[config.mk]
export PLATFORM = sky130hd
export DESIGN_NAME = hpb_frac_mul
export DESIGN_NICKNAME = d
export VERILOG_FILES = /design/src/design/hpb_pkg.sv /design/src/design/hpb_frac_mul.sv
export SDC_FILE = /design/constraint.sdc
export NUM_CORES = 1
export LEC_CHECK = 0
export BUFFER_PORTS_ARGS = -buffer_cell sky130_fd_sc_hd__buf_2
export CORE_MARGIN = 5
export CORE_UTILIZATION = 37
export DETAILED_ROUTE_END_ITERATION = 8
export PLACE_DENSITY_LB_ADDON = 0.25
export REMOVE_ABC_BUFFERS = 1
export SYNTH_ARGS = -nofsm -noshare
export SYNTH_HDL_FRONTEND = slang
export SYNTH_SLANG_ARGS = --single-unit
export TNS_END_PERCENT = 100
[constraint.sdc]
create_clock -name clk -period 18 [get_ports clk]
set_clock_uncertainty 0.15 [all_clocks]
set_input_delay 2.7 -clock clk [delete_from_list [all_inputs] [get_ports clk]]
set_output_delay 2.7 -clock clk [all_outputs]
set_load 0.005 [all_outputs]
[src/design/hpb_pkg.sv]
// shared types, codes and constants of the histogram percentile bounds block
`timescale 1ns / 1ps
`default_nettype none

package hpb_pkg;

  localparam int NUM_BINS_DEF   = 256;
  localparam int COUNT_BITS_DEF = 32;
  localparam int FRAC_W         = 17;
  localparam int VAL_W          = 17;
  localparam int CFG_W          = 17;
  localparam int CFG_IDX_W      = 3;
  localparam logic [VAL_W-1:0] VAL_MAX = 17'h1FFFF;

  typedef enum logic [2:0] {
    OP_CLEAR  = 3'd0,
    OP_ADD    = 3'd1,
    OP_BOUNDS = 3'd2,
    OP_QUANT  = 3'd3,
    OP_READ   = 3'd4,
    OP_ACCUM  = 3'd5
  } op_t;

  typedef enum logic [1:0] {
    STAT_OK    = 2'd0,
    STAT_RANGE = 2'd1,
    STAT_SKIP  = 2'd2,
    STAT_EMPTY = 2'd3
  } status_t;

  typedef enum logic [CFG_IDX_W-1:0] {
    REG_MIN_VALUE  = 3'd0,
    REG_BIN_SHIFT  = 3'd1,
    REG_LOWER_FRAC = 3'd2,
    REG_UPPER_FRAC = 3'd3,
    REG_ROI_X_MIN  = 3'd4,
    REG_ROI_X_MAX  = 3'd5,
    REG_ROI_Y_MIN  = 3'd6,
    REG_ROI_Y_MAX  = 3'd7
  } cfg_reg_t;

  typedef enum logic [3:0] {
    S_INIT,
    S_IDLE,
    S_DISPATCH,
    S_CLEAR,
    S_ADD_WB,
    S_READ_WB,
    S_MUL,
    S_WALK,
    S_DONE
  } state_t;

  typedef struct packed {
    logic [2:0]  opcode;
    logic [15:0] pixel_value;
    logic [11:0] pixel_x;
    logic [11:0] pixel_y;
    logic        pixel_enable;
    logic [16:0] probability;
    logic [7:0]  bin_index;
  } in_item_t;

  typedef struct packed {
    logic [31:0] bin_count;
    logic [16:0] lower_bound;
    logic [16:0] upper_bound;
    logic [31:0] total_count;
    logic [1:0]  status;
  } out_item_t;

  typedef struct packed {
    logic start;
    logic accum;
  } walk_ctrl_t;

  typedef struct packed {
    logic active;
    logic done;
  } walk_stat_t;

endpackage

`default_nettype wire

[src/design/hpb_frac_mul.sv]
// two-stage fraction times total product for the percentile threshold
`timescale 1ns / 1ps
`default_nettype none

module hpb_frac_mul import hpb_pkg::*; #(
  parameter int COUNT_BITS = COUNT_BITS_DEF
) (
  input  wire logic                         clk,
  input  wire logic                         rst_n,
  input  wire logic                         start,
  input  wire logic [FRAC_W-1:0]            frac,
  input  wire logic [COUNT_BITS-1:0]        total,
  output logic      [COUNT_BITS+FRAC_W-1:0] product,
  output logic                              done
);

  localparam int PW = COUNT_BITS + FRAC_W;
  localparam int HW = (COUNT_BITS + 1) / 2;
  localparam int UW = COUNT_BITS - HW;
  localparam int LW = FRAC_W + HW;
  localparam int MW = FRAC_W + UW;

  logic [LW-1:0] p_lo_r;
  logic [MW-1:0] p_hi_r;
  logic [PW-1:0] prod_r;
  logic          v1_r;
  logic          v2_r;

  always_ff @(posedge clk) begin
    if (!rst_n) begin
      v1_r <= 1'b0;
      v2_r <= 1'b0;
    end else begin
      v1_r <= start;
      v2_r <= v1_r;
    end
  end

  // split the total in two halves to keep each multiplier narrow
  always_ff @(posedge clk) begin
    if (start) begin
      p_lo_r <= LW'(frac) * LW'(total[HW-1:0]);
      p_hi_r <= MW'(frac) * MW'(total[COUNT_BITS-1:HW]);
    end
    if (v1_r) begin
      prod_r <= PW'(p_lo_r) + (PW'(p_hi_r) << HW);
    end
  end

  assign product = prod_r;
  assign done    = v2_r;

endmodule

`default_nettype wire

==> flow_summary.json <==
{
  "die_x_um": 258,
  "core_region_area_um2": 60600,
  "die_area_um2": 66300,
  "post_drt_wl_per_cell_um": 18.4,
  "cts_tree": "done",
  "post_cts_buffers": 0,
  "maxSlewViolCount": 0,
  "hpwl_um": 44100,
  "first_pass_iters": 8,
  "clk_pin_slew_worst_paths_ns": 0.06,
  "synth_top_cell_area_share": 0.368,
  "syn_inst": 2372,
  "synth-seq-area-share": 0.154,
  "crit_path_frequent_cell": "fa_1",
  "drt_iter0_drc": 888,
  "drive_above_1_share": 0.0644,
  "min_period_over_period": 0.489,
  "numPortBuffers": 101,
  "path_cells": "buf_2 -> nand2_1 -> fa_1 -> fa_1 -> inv_1 -> fa_1 -> inv_1 -> fa_1 -> fa_1 -> fa_1 -> inv_1 -> ha_1 -> a21oi_1 -> nand2_1 -> nor3_1 -> nor2_1 -> a21boi_0 -> o21ai_0 -> xnor2_1",
  "crit_type": "input pin to register",
  "gr-total-overflow": 0,
  "maxSlewHeadroom": 0.300,
  "htreeDepth": 4,
  "avgSynthCellArea_um2": 9.56,
  "fp.dieH_um": 258,
  "cp.required_ns": 18.05,
  "numCtsBuffers": 17,
  "slowest_delay_ns": 0.72,
  "hp-class": "register to register",
  "synth_area_um2": 22700,
  "drv_cap": 0,
  "cp-end-kind": "register",
  "tightestPinTransition_ns": 1.05,
  "synthFlopType": "edfxtp_1",
  "io_pins": 102,
  "clk_latency_ns": 0.44,
  "startpoint_type": "input pin",
  "syn2layout_area_growth_pct": 7.92,
  "synth_top_area_cell": "fa_1",
  "gp_congestion": 0.850,
  "grt_pass1_wl_um": 96900,
  "cp_data_arrival_time_ns": 8.85,
  "viasPerCell": 5.09,
  "clkSinkCount": 117,
  "grt_pass1_vias": 17971,
  "rsz0062_at_grt": "false",
  "synth_edf_count": 115,
  "final_nets": 3089,
  "synth_warnings": 0,
  "status": "finished, final reports clean",
  "initial_core_util": 0.374,
  "rows": 90,
  "grt_max_degree": 68,
  "crit_fanout": 32,
  "synth_area_leaders": "fa_1 37%, edfxtp_1 15%, ha_1 13%, inv_1 7.7%, and2_1 7.0%",
  "synth_cell_types": 68,
  "vias": 16222,
  "postCtsHoldBufs": 0,
  "antenna_left": 0,
  "antenna_found_initial": 2,
  "maxClockFrequency_ghz": 0.114,
  "hold_violations": 0,
  "cts.path.max_buffers": 2,
  "async_flop_share": 0,
  "finalCriticalPeriod_ns": 8.80,
  "ys_ff_latch": 117,
  "drc": 0,
  "cp_slowest_cell": "buf_2",
  "setup_viol": 0,
  "setup_tns_ns": 0,
  "clockRootBuffer": "clkbuf_16",
  "wl_um": 58700,
  "grt.total_usage": 0.182,
  "ctsResizeCount": 0
}
[critical path: cells and delay by family]
kind                     cells  cell delay, ns
buffers and inverters        4            0.87
XOR/XNOR                     1            0.35
adder cells (fa/ha/maj)      7            3.40
AO/OA/AOI/OAI                3            0.76
AND/OR/NAND/NOR              4            0.73
[kinds of logic after synthesis]
kind of cell	share of synthesized area
xor+xnor	0.0332
fa+ha+maj	0.493
buf+inv	0.0943
mux	0.000938
flops	0.154
simple gates	0.157
compound gates	0.0666
[metrics by stage]
step	setup slack, ns	utilization	cell area [um2]	hold WS [ns]	cells
detailed placement	8.82	0.393	23800	0.256	3156
CTS	9.26	0.404	24500	0.271	3188
finish	9.20	0.404	24500	0.269	3189
global placement	8.98	0.393	23800	0.258	3156
floorplan	9.98	-	22300	0.250	2269
global route	8.91	0.404	24500	0.271	3189
[layout make-up]
type                       instances  area (um2)
multi-input combinational       1689       17000
clock inverter                    15         253
timing repair buffer             105         536
fill                            5945       36100
sequential                       117        3490
antenna                            1        2.50
inverter                         463        1740
tap                              782         978
clock buffer                      17         425
[registers in the layout, indices dropped and copies added (netlist names)]
signal and flops:
p_lo_r 33, v1_r 1, p_hi_r 33, done 1, product 49
[layout by cell type (no fill, tap or decap), types with 5 or more instances in the layout]
| cell type | n |
|---|---|
| nand2b_1 | 5 |
| nand2_1 | 347 |
| a21boi_1 | 6 |
| o21ai_0 | 27 |
| a21oi_1 | 75 |
| bufinv_16 | 6 |
| nor2b_1 | 10 |
| clkinv_4 | 5 |
| nor3_1 | 7 |
| fa_1 | 417 |
| ha_1 | 227 |
| and2_1 | 253 |
| inv_1 | 463 |
| xor2_1 | 39 |
| nand4_1 | 11 |
| buf_2 | 101 |
| nor2_1 | 50 |
| o21a_1 | 7 |
| and3_1 | 12 |
| o21ai_1 | 10 |
| nand3_1 | 24 |
| a211oi_1 | 6 |
| a21o_1 | 28 |
| xnor2_1 | 47 |
| edfxtp_1 | 115 |
| clkbuf_16 | 17 |
| o211ai_1 | 6 |
| a31oi_1 | 6 |
| o21bai_1 | 8 |
[path summary, 6_finish.rpt]
path,slack [ns],from,to,cells after the start
hold / removal,0.27,p_lo_r[6],product[6],0
hold reg to reg,0.27,p_lo_r[6],product[6],0
setup / recovery,9.20,frac[11],p_lo_r[17],19
setup reg to reg,14.93,p_lo_r[16],product[38],10
[Yosys cell counts (6+ instances only)]
cell type / number
ha_1: 227
nor2_1: 50
o21ai_0: 27
a31oi_1: 6
o21bai_1: 8
edfxtp_1: 115
a21oi_1: 75
o21ai_1: 10
nand3_1: 24
and3_1: 12
nor3_1: 7
a21o_1: 28
a21boi_1: 6
nand4_1: 11
inv_1: 463
nand2_1: 347
o211ai_1: 6
xnor2_1: 47
nor2b_1: 10
o21a_1: 7
fa_1: 417
and2_1: 253
a211oi_1: 6
clkbuf_1: 97
xor2_1: 39
[routing by layer]
metal | track usage | share of wire | up-vias | wire length, um
met5 | 0 | 0.00022 | - | 13
met4 | 0.0546 | 0.029 | 2 | 1680
met3 | 0.0221 | 0.050 | 88 | 2910
met2 | 0.301 | 0.47 | 426 | 27400
met1 | 0.253 | 0.45 | 8339 | 26700
li1 | - | - | 7367 | -
Power is not shown: default switching activity piles up to over one toggle a cycle in this logic, so the estimate is an artifact.
