--- config.mk ---
export PLATFORM = sky130hd
export DESIGN_NAME = hpb_walker
export DESIGN_NICKNAME = d
export VERILOG_FILES = /design/src/design/hpb_pkg.sv /design/src/design/hpb_walker.sv
export SDC_FILE = /design/constraint.sdc
export NUM_CORES = 1
export LEC_CHECK = 0
export ABC_AREA = 1
export BUFFER_PORTS_ARGS = -buffer_cell sky130_fd_sc_hd__buf_4
export CORE_UTILIZATION = 50
export CTS_CLUSTER_SIZE = 14
export DETAILED_ROUTE_END_ITERATION = 12
export PLACE_DENSITY = 0.75
export SLEW_MARGIN = 20
export SYNTH_ARGS = -nofsm -noshare
export SYNTH_HDL_FRONTEND = slang
export SYNTH_SLANG_ARGS = --single-unit
--- constraint.sdc ---
create_clock -name clk -period 7.7 [get_ports clk]
set_clock_uncertainty 0.15 [all_clocks]
set_input_delay 0.385 -clock clk [delete_from_list [all_inputs] [get_ports clk]]
set_output_delay 0.385 -clock clk [all_outputs]
set_load 0.005 [all_outputs]
--- src/design/hpb_pkg.sv ---
// shared types, codes and constants of the histogram percentile bounds block
`timescale 1ns / 1ps
`default_nettype none

package hpb_pkg;

  localparam int NUM_BINS_DEF   = 256;
  localparam int COUNT_BITS_DEF = 32;
  localparam int FRAC_W         = 17;
  localparam int VAL_W          = 17;
  localparam int CFG_W          = 17;
  localparam int CFG_IDX_W      = 3;
  localparam logic [VAL_W-1:0] VAL_MAX = 17'h1FFFF;

  typedef enum logic [2:0] {
    OP_CLEAR  = 3'd0,
    OP_ADD    = 3'd1,
    OP_BOUNDS = 3'd2,
    OP_QUANT  = 3'd3,
    OP_READ   = 3'd4,
    OP_ACCUM  = 3'd5
  } op_t;

  typedef enum logic [1:0] {
    STAT_OK    = 2'd0,
    STAT_RANGE = 2'd1,
    STAT_SKIP  = 2'd2,
    STAT_EMPTY = 2'd3
  } status_t;

  typedef enum logic [CFG_IDX_W-1:0] {
    REG_MIN_VALUE  = 3'd0,
    REG_BIN_SHIFT  = 3'd1,
    REG_LOWER_FRAC = 3'd2,
    REG_UPPER_FRAC = 3'd3,
    REG_ROI_X_MIN  = 3'd4,
    REG_ROI_X_MAX  = 3'd5,
    REG_ROI_Y_MIN  = 3'd6,
    REG_ROI_Y_MAX  = 3'd7
  } cfg_reg_t;

  typedef enum logic [3:0] {
    S_INIT,
    S_IDLE,
    S_DISPATCH,
    S_CLEAR,
    S_ADD_WB,
    S_READ_WB,
    S_MUL,
    S_WALK,
    S_DONE
  } state_t;

  typedef struct packed {
    logic [2:0]  opcode;
    logic [15:0] pixel_value;
    logic [11:0] pixel_x;
    logic [11:0] pixel_y;
    logic        pixel_enable;
    logic [16:0] probability;
    logic [7:0]  bin_index;
  } in_item_t;

  typedef struct packed {
    logic [31:0] bin_count;
    logic [16:0] lower_bound;
    logic [16:0] upper_bound;
    logic [31:0] total_count;
    logic [1:0]  status;
  } out_item_t;

  typedef struct packed {
    logic start;
    logic accum;
  } walk_ctrl_t;

  typedef struct packed {
    logic active;
    logic done;
  } walk_stat_t;

endpackage

`default_nettype wire

--- src/design/hpb_walker.sv ---
// sequential bin walk for percentile bounds, quantiles and cumulative conversion
`timescale 1ns / 1ps
`default_nettype none

module hpb_walker import hpb_pkg::*; #(
  parameter int NUM_BINS   = NUM_BINS_DEF,
  parameter int COUNT_BITS = COUNT_BITS_DEF
) (
  input  wire logic                         clk,
  input  wire logic                         rst_n,
  input  wire walk_ctrl_t                   ctrl,
  output walk_stat_t                        stat,
  input  wire logic [15:0]                  min_value,
  input  wire logic [3:0]                   bin_shift,
  input  wire logic [COUNT_BITS+FRAC_W-1:0] prod_lo,
  input  wire logic [COUNT_BITS+FRAC_W-1:0] prod_hi,
  output logic                              rd_en,
  output logic [$clog2(NUM_BINS)-1:0]       rd_addr,
  input  wire logic [COUNT_BITS-1:0]        rd_data,
  output logic                              wr_en,
  output logic [$clog2(NUM_BINS)-1:0]       wr_addr,
  output logic [COUNT_BITS-1:0]             wr_data,
  output logic [VAL_W-1:0]                  lo_bound,
  output logic [VAL_W-1:0]                  hi_bound
);

  localparam int AW = $clog2(NUM_BINS);
  localparam int PW = COUNT_BITS + FRAC_W;
  localparam int BW = AW + 17;
  localparam logic [AW-1:0] LAST_BIN = AW'(NUM_BINS - 1);

  logic                  active_r;
  logic                  accum_r;
  logic [AW:0]           iss_r;
  logic                  dv_r;
  logic [AW-1:0]         dbin_r;
  logic [COUNT_BITS-1:0] cum_r;
  logic [VAL_W-1:0]      lo_r;
  logic [VAL_W-1:0]      hi_r;
  logic [COUNT_BITS:0]   cum_sum;
  logic [COUNT_BITS-1:0] cum_nxt;
  logic [PW-1:0]         cum_scaled;
  logic                  below_lo;
  logic                  below_hi;
  logic [VAL_W-1:0]      dbin_val;

  function automatic logic [VAL_W-1:0] bin_val(input logic [AW-1:0] b,
                                               input logic [3:0]   sh,
                                               input logic [15:0]  mv);
    logic [BW-1:0] v;
    v = (BW'(b) << sh) + BW'(mv);
    if (v > BW'(VAL_MAX)) begin
      bin_val = VAL_MAX;
    end else begin
      bin_val = v[VAL_W-1:0];
    end
  endfunction

  assign rd_en   = active_r && (iss_r < (AW+1)'(NUM_BINS));
  assign rd_addr = iss_r[AW-1:0];

  assign cum_sum    = {1'b0, cum_r} + {1'b0, rd_data};
  assign cum_nxt    = cum_sum[COUNT_BITS] ? '1 : cum_sum[COUNT_BITS-1:0];
  assign cum_scaled = PW'({cum_nxt, 16'h0000});
  assign below_lo   = cum_scaled < prod_lo;
  assign below_hi   = cum_scaled < prod_hi;
  assign dbin_val   = bin_val(dbin_r, bin_shift, min_value);

  always_ff @(posedge clk) begin
    if (!rst_n) begin
      active_r <= 1'b0;
      dv_r     <= 1'b0;
    end else begin
      dv_r <= rd_en;
      if (ctrl.start) begin
        active_r <= 1'b1;
      end else if (stat.done) begin
        active_r <= 1'b0;
      end
    end
  end

  always_ff @(posedge clk) begin
    dbin_r <= rd_addr;
    if (ctrl.start) begin
      accum_r <= ctrl.accum;
      iss_r   <= '0;
      cum_r   <= '0;
      lo_r    <= '0;
      hi_r    <= bin_val(LAST_BIN, bin_shift, min_value);
    end else begin
      if (rd_en) begin
        iss_r <= iss_r + (AW+1)'(1);
      end
      if (dv_r) begin
        cum_r <= cum_nxt;
        if (below_lo) begin
          lo_r <= dbin_val;
        end
        if (below_hi) begin
          hi_r <= dbin_val;
        end
      end
    end
  end

  assign wr_en   = dv_r && accum_r;
  assign wr_addr = dbin_r;
  assign wr_data = cum_nxt;

  assign stat.active = active_r;
  assign stat.done   = dv_r && (dbin_r == LAST_BIN);

  assign lo_bound = lo_r;
  assign hi_bound = hi_r;

endmodule

`default_nettype wire
==> impl_metrics.ini, run 1 <==
[place]
half_perimeter_wire_length_of_the_detailed_placement_result_mm = 25.3
place_worst_setup_slack_ns = 2.02
port_buffers = 239
gpl.final_weighted_congestion = 0.978

[finish]
diodes = 0
syn_to_final_growth_pct = 21.5
drive_above_1_share = 0.178
layout.nets = 2027
final_core_utilization = 0.622

[floorplan]
rows = 51
core_area_um2 = 19500
die_y_um = 143
floorplan.initialDensity = 0.512
chipWidth_um = 143
dieArea_um2 = 20500
io_pins = 240

[sta]
post-route-period-util = 0.712
postLayoutSetupSlackWorst_ns = 2.22
tightestPinTransition_ns = 1.09
hold_viol = 0
fmax_mhz = 183
grt_setup_unrepaired = false
slew_viol_final = 0
time_the_final_worst_path_needs_with_i_o_delays_and_setup_ns = 5.48
setup-violations-final = 0
final.setup.tns_ns = 0
maxSlewHeadroom = 0.271

[critical_path]
timing.rr.end = hi_bound[9]$_DFFE_PP_
crit_top_cell = sky130_fd_sc_hd__nand2_1
critPathKind = flip-flop to flip-flop
r2r-start = cum_r[0]$_SDFFE_PP0P_
crit_path_cell_trace = ha_1 -> inv_1 -> fa_1 -> inv_1 -> nand2_1 -> o21ai_1 -> a21oi_2 -> o21ai_2 -> nand2_1 -> nand2_1 -> nand3_1 -> nand3_2 -> inv_2 -> nand3_1 -> ha_1 -> a21oi_1 -> o21ai_0 -> nand2_1 -> o211ai_1 -> a221oi_1 -> nand3_1 -> o21ai_2
cp-startpoint = cum_r[0]$_SDFFE_PP0P_
timing.reg2reg.worst_path_depth = 22
crit_path_max_incr_delay_ns = 0.71
timing.critical_path.arrival_ns = 5.30
worstSetupEndpointType = flip-flop
critical_path_rt_ns = 7.52
critical_path.endpoint = hi_bound[9]$_DFFE_PP_
timing.critical_path.fanout_max = 33
timing.reg2reg.setup_slack_ns = 2.22
cp-start-kind = flip-flop
critPathSlowestCell = sky130_fd_sc_hd__o21ai_2

[detailed_routing]
post_drt_wl_per_cell_um = 15.3
route.top_layer_used = met4
met1Wirelength_mm = 14.0
met3WireLength_mm = 2.12
num_vias = 10889
drt_first_iter_violations = 705
met2WireLength_mm = 13.9
route.detailed.drc = 0
vias_per_cell = 5.42
antenna_left = 0
detail_route.wirelength_mm = 30.7
detailedRoute.firstPassIterationCount = 5

[clocking]
ctsLongestPathBuffers = 2
clock-root-buffer = sky130_fd_sc_hd__clkbuf_16
clock_sink_count = 86
clkLatencyLatePin_ns = 0.36
clock_transition_at_path_regs_ns = 0.07
number_of_buffers_created_by_cts = 9
ctsResizeCount = 0
h-tree-depth = 3
cts_tree = yes
cts_hold_buf = 0
post_cts.repair.setup_buffers = 0

[logic_synthesis]
synth_edf_count = 18
synth_cells = 1536
netlist_area_um2 = 9960
seq_area_frac_synth = 0.191
postSynth.asyncResetShare = 0
synth_nets = 1825
synth.ff_latch_count = 86
synth.top_cells.by_area = sky130_fd_sc_hd__ha_1, sky130_fd_sc_hd__dfxtp_1, sky130_fd_sc_hd__nand2_1, sky130_fd_sc_hd__inv_1, sky130_fd_sc_hd__a21oi_1
synth.yosys.warnings = 0
ys_flop_type = sky130_fd_sc_hd__dfxtp_1
yosys.cell_count.top_type = sky130_fd_sc_hd__nand2_1
synthTopCellsByCount = sky130_fd_sc_hd__nand2_1, sky130_fd_sc_hd__inv_1, sky130_fd_sc_hd__nor2_1
synthDominantAreaCellType = sky130_fd_sc_hd__ha_1
synthesis.area_per_instance_um2 = 6.48
synth_top_area_share = 0.166
synth.lib_cells_used.distinct = 54

[global_route]
pin_count_of_the_biggest_net_entering_global_routing = 67
first_global_vias = 10149
grt_usage = 0.302
global_route.overflow_total = 0
grt_pass1_wl_mm = 49.1
initial_antenna_violation_count = 0

[pwr]
cellPowerDensity_nw_per_um2 = 153
power.static_leakage_uw = 0.00646
worst_ir_drop_vdd_mv = 0.0864

[status]
status = finished, final reports clean

[job]
max-cap-violations = 0

[worst_hold_path]
worst_hold_path_type = input pin to flip-flop
==> critical path: cells and delay by family (launching register included) <==
kind | cells | cell delay (ns)
AOI/OAI and AO/OA | 8 | 2.09
DFF | 1 | 0.31
adders and majority gates | 3 | 0.72
buffers and inverters | 3 | 0.67
and+or+nand+nor | 8 | 1.10
==> kinds of logic after synthesis <==
group / count (synthesis) / synth area share
AOI/OAI and AO/OA: 292 / 0.167
xor gates and xnor gates: 45 / 0.0396
adders and majority gates: 135 / 0.172
buffers and inverters: 290 / 0.121
DFF: 86 / 0.191
and+or+nand+nor: 688 / 0.309
==> worst min path at each step <==
stage	startpoint	endpoint	slack (ns)	cells after the start
2_1_floorplan	iss_r[2]$_SDFFE_PP0P_	wr_addr[2]$_DFF_P_	0.20	0
3_3_place_gp	iss_r[2]$_SDFFE_PP0P_	wr_addr[2]$_DFF_P_	0.21	0
3_5_place_dp	iss_r[2]$_SDFFE_PP0P_	wr_addr[2]$_DFF_P_	0.21	0
4_1_cts	ctrl[0]	accum_r$_DFFE_PP_	0.05	1
5_1_grt	ctrl[0]	accum_r$_DFFE_PP_	0.05	1
6_report	ctrl[0]	accum_r$_DFFE_PP_	0.06	1
==> through the flow <==
stage / instance area, µm² / hold slack, ns / std cells / power (µW)
finish: 12100 / 0.0553 / 2008 / 1850
global route: 12100 / 0.0466 / 2008 / 1970
CTS: 12100 / 0.0492 / 2008 / 1840
detailed placement: 11800 / 0.214 / 1992 / 1390
global placement: 11800 / 0.212 / 1992 / 1370
floorplan: 9960 / 0.201 / 1536 / 1080
==> registers in the layout, indices dropped and copies added (netlist names) <==
| signal | count |
|---|---|
| cum_r | 32 |
| hi_bound | 17 |
| lo_bound | 17 |
| iss_r | 9 |
| wr_addr | 8 |
| accum_r | 1 |
| active_r | 1 |
| dv_r | 1 |
==> layer usage <==
| layer | GRT usage | up-vias |
|---|---|---|
| li1 | - | 5508 |
| met1 | 0.406 | 4925 |
| met2 | 0.499 | 405 |
| met3 | 0.0429 | 51 |
| met4 | 0.0866 | 0 |
| met5 | 0 | - |
==> layout by cell type (no fill, tap or decap), types with 3 or more instances in the layout <==
cell                        count
sky130_fd_sc_hd__a31oi_1       13
sky130_fd_sc_hd__or2_2          5
sky130_fd_sc_hd__o21a_1        20
sky130_fd_sc_hd__nor2_1       140
sky130_fd_sc_hd__nand3_2        4
sky130_fd_sc_hd__o211ai_1       6
sky130_fd_sc_hd__fa_1           3
sky130_fd_sc_hd__edfxtp_1      18
sky130_fd_sc_hd__ha_1         132
sky130_fd_sc_hd__o21bai_1       9
sky130_fd_sc_hd__nand2_2       13
sky130_fd_sc_hd__nand3_1      111
sky130_fd_sc_hd__clkbuf_16      9
sky130_fd_sc_hd__a221oi_1       3
sky130_fd_sc_hd__nand4_1       41
sky130_fd_sc_hd__nor2_4         6
sky130_fd_sc_hd__inv_2         12
sky130_fd_sc_hd__a21oi_1      116
sky130_fd_sc_hd__dfxtp_1       68
sky130_fd_sc_hd__o21ai_0       90
sky130_fd_sc_hd__nand3b_1       5
sky130_fd_sc_hd__xnor2_1       25
sky130_fd_sc_hd__a21o_1        10
sky130_fd_sc_hd__nor4_1        10
sky130_fd_sc_hd__inv_1        228
sky130_fd_sc_hd__nand2_1      325
sky130_fd_sc_hd__a21oi_2        3
sky130_fd_sc_hd__nor2_2         3
sky130_fd_sc_hd__buf_4        240
sky130_fd_sc_hd__xor2_1        20
sky130_fd_sc_hd__o21ai_1        5
sky130_fd_sc_hd__o21ai_2        3
sky130_fd_sc_hd__nor3_1        15
==> area by class of cell <==
type	instances	area [µm²]
clock inverters	6	70.1
inverters	241	905
repair buffers	240	1800
flip-flops and latches	86	1900
well taps	265	332
clock buffers	10	229
fillers	1893	7360
multi-input cells	1160	6860
==> where the power goes <==
part / internal, µW / leakage (µW) / switching (µW) / total [µW]
registers: 498 / 0.000728 / 18.6 / 516
clock network: 255 / 0.000147 / 199 / 453
logic: 361 / 0.00558 / 515 / 876
Power figures use the tool's default switching activity.
==> run 2: changes to the inputs <==
==> constraint.sdc (replaced) <==
create_clock -name clk -period 5.62 [get_ports clk]
set_clock_uncertainty 0.15 [all_clocks]
set_input_delay 0.281 -clock clk [delete_from_list [all_inputs] [get_ports clk]]
set_output_delay 0.281 -clock clk [all_outputs]
set_load 0.005 [all_outputs]
==> impl_metrics.ini, run 2 (same netlist as run 1, synthesis figures left out) <==
[status]
status = finished, final reports clean

[sta]
setup-violations-final = 0
postLayoutSetupSlackWorst_ns = 0.660
tightestPinTransition_ns = 0.823
fmax_mhz = 202
slew_viol_final = 0
time_the_final_worst_path_needs_with_i_o_delays_and_setup_ns = 4.96
final.setup.tns_ns = 0
hold_viol = 0
post-route-period-util = 0.883
grt_setup_unrepaired = false
maxSlewHeadroom = 0.450

[critical_path]
timing.critical_path.arrival_ns = 5.06
timing.rr.end = lo_bound[11]$_SDFFE_PP0P_
crit_path_cell_trace = ha_1 -> inv_1 -> fa_1 -> inv_1 -> nand2_1 -> o21ai_1 -> a21oi_2 -> o21ai_0 -> nand4_1 -> nand3_1 -> nand3_1 -> ha_1 -> nand3_1 -> nor3_1 -> nand2_1 -> nor2_1 -> o21ai_0 -> nand3_1 -> nor2_2 -> buf_4 -> o21a_1 -> nand2_1 -> inv_1
critical_path_rt_ns = 5.72
worstSetupEndpointType = flip-flop
critPathSlowestCell = sky130_fd_sc_hd__nor3_1
r2r-start = cum_r[0]$_SDFFE_PP0P_
timing.reg2reg.worst_path_depth = 23
critPathKind = flip-flop to flip-flop
timing.critical_path.fanout_max = 34
cp-start-kind = flip-flop
critical_path.n_buffers_inverters = 4
path_delay_family = simple AND/OR/NAND/NOR gates
timing.reg2reg.setup_slack_ns = 0.66
crit_top_cell = sky130_fd_sc_hd__nand3_1
crit_path_max_incr_delay_ns = 0.54

[finish]
largest_reg_flops = 32
top_register = cum_r
multi_input_gate_area_in_the_final_layout_um2 = 6850
diodes = 0
drive_above_1_share = 0.182
design_area_um2 = 12200
layout.nets = 2035
syn_to_final_growth_pct = 22.2
layout.filler_cells = 1852
layout_commonest_cell = sky130_fd_sc_hd__nand2_1
most-common-layout-cells = sky130_fd_sc_hd__nand2_1, sky130_fd_sc_hd__buf_4, sky130_fd_sc_hd__inv_1
sequential_cell_area_um2 = 1900

[clocking]
number_of_buffers_created_by_cts = 9
cts_tree = yes
h-tree-depth = 3
clock-root-buffer = sky130_fd_sc_hd__clkbuf_16
ctsLongestPathBuffers = 2
clock_transition_at_path_regs_ns = 0.07
clkLatencyLatePin_ns = 0.36
ctsResizeCount = 0
clock_sink_count = 86
cts_hold_buf = 1
post_cts.repair.setup_buffers = 0

[pwr]
share_comb_of_total_power = 0.478
clock_power_share = 0.242
worst_ir_drop_vdd_mv = 0.112
cellInternalPower_uw = 1520
power.static_leakage_uw = 0.00650
cellPowerDensity_nw_per_um2 = 208
power.share.switching = 0.400
seq_power_share = 0.279
power.net_switching_uw = 1010

[floorplan]
dieArea_um2 = 20500
chipWidth_um = 143
core_area_um2 = 19500
die_y_um = 143
floorplan.initialDensity = 0.512
io_pins = 240
rows = 51

[detailed_routing]
post_drt_wl_per_cell_um = 15.0
vias_per_cell = 5.37
antenna_left = 0
drt_first_iter_violations = 660
route.detailed.drc = 0
num_vias = 10818
detail_route.wirelength_mm = 30.2
detailedRoute.firstPassIterationCount = 5

[worst_hold_path]
worst_hold_path_type = input pin to flip-flop
min_delay_path_depth = 3
hold_path_end = dv_r$_SDFF_PN0_
worst_hold_startpoint = rst_n

[job]
max-cap-violations = 0

[place]
placed_area_um2 = 11900
port_buffers = 239
half_perimeter_wire_length_of_the_detailed_placement_result_mm = 25.0
gpl.final_weighted_congestion = 1.02
place_worst_setup_slack_ns = 0.599

[global_route]
pin_count_of_the_biggest_net_entering_global_routing = 57
grt_pass1_wl_mm = 48.2
initial_antenna_violation_count = 0
global_route.overflow_total = 0
first_global_vias = 9979
grt_usage = 0.297
## run 2: worst register-to-register path: cells and delay by family (launching register included)
kind | cells | cell delay, ns
AND/OR/NAND/NOR | 11 | 1.85
flip-flops | 1 | 0.33
buffers and inverters | 4 | 0.43
adder cells (fa/ha/maj) | 3 | 0.92
AO/OA/AOI/OAI | 5 | 1.21
## run 2: stage by stage
| step | total power, µW | hold WS, ns | util | cells |
|---|---|---|---|---|
| final | 2530 | 0.0432 | 0.625 | 2016 |
| after global routing | 2700 | 0.0767 | 0.625 | 2016 |
| after CTS | 2520 | 0.0423 | 0.625 | 2016 |
| after detailed placement | 1910 | 0.219 | 0.609 | 1999 |
| after global placement | 1890 | 0.215 | 0.609 | 1999 |
| after floorplan | 1480 | 0.201 | - | 1536 |
## run 2: cell type report
class | instances | share of cell area
multi-input cells | 1160 | 0.564
flip-flops and latches | 86 | 0.156
repair buffers | 248 | 0.154
inverters | 241 | 0.0744
well taps | 265 | 0.0273
clock buffers | 12 | 0.0211
clock inverters | 4 | 0.00309
## run 2: power groups by stage
stage,registers [µW],clock network [µW],logic (µW)
after floorplan,717,0,759
after global placement,719,0,1170
after detailed placement,719,0,1190
after CTS,705,618,1200
after global routing,710,639,1350
final,705,611,1210
## run 2: how the worst max path moves through the flow
| stage | end | cells after the start | from |
|---|---|---|---|
| floorplan | hi_bound[0]$_DFFE_PP_ | 23 | cum_r[0]$_SDFFE_PP0P_ |
| global placement | lo_bound[15]$_SDFFE_PP0P_ | 30 | rd_data[0] |
| detailed placement | lo_bound[9]$_SDFFE_PP0P_ | 30 | rd_data[0] |
| CTS | lo_bound[11]$_SDFFE_PP0P_ | 29 | cum_r[0]$_SDFFE_PP0P_ |
| global route | lo_bound[11]$_SDFFE_PP0P_ | 29 | cum_r[0]$_SDFFE_PP0P_ |
| finish | lo_bound[11]$_SDFFE_PP0P_ | 23 | cum_r[0]$_SDFFE_PP0P_ |
## run 2: metal layers
layer / vias to the layer above / wire length [µm] / track usage
met1: 4898 / 13900 / 0.391
li1: 5522 / - / -
met3: 34 / 1960 / 0.0412
met2: 364 / 14000 / 0.510
met4: 0 / 393 / 0.0696
met5: - / 0 / 0
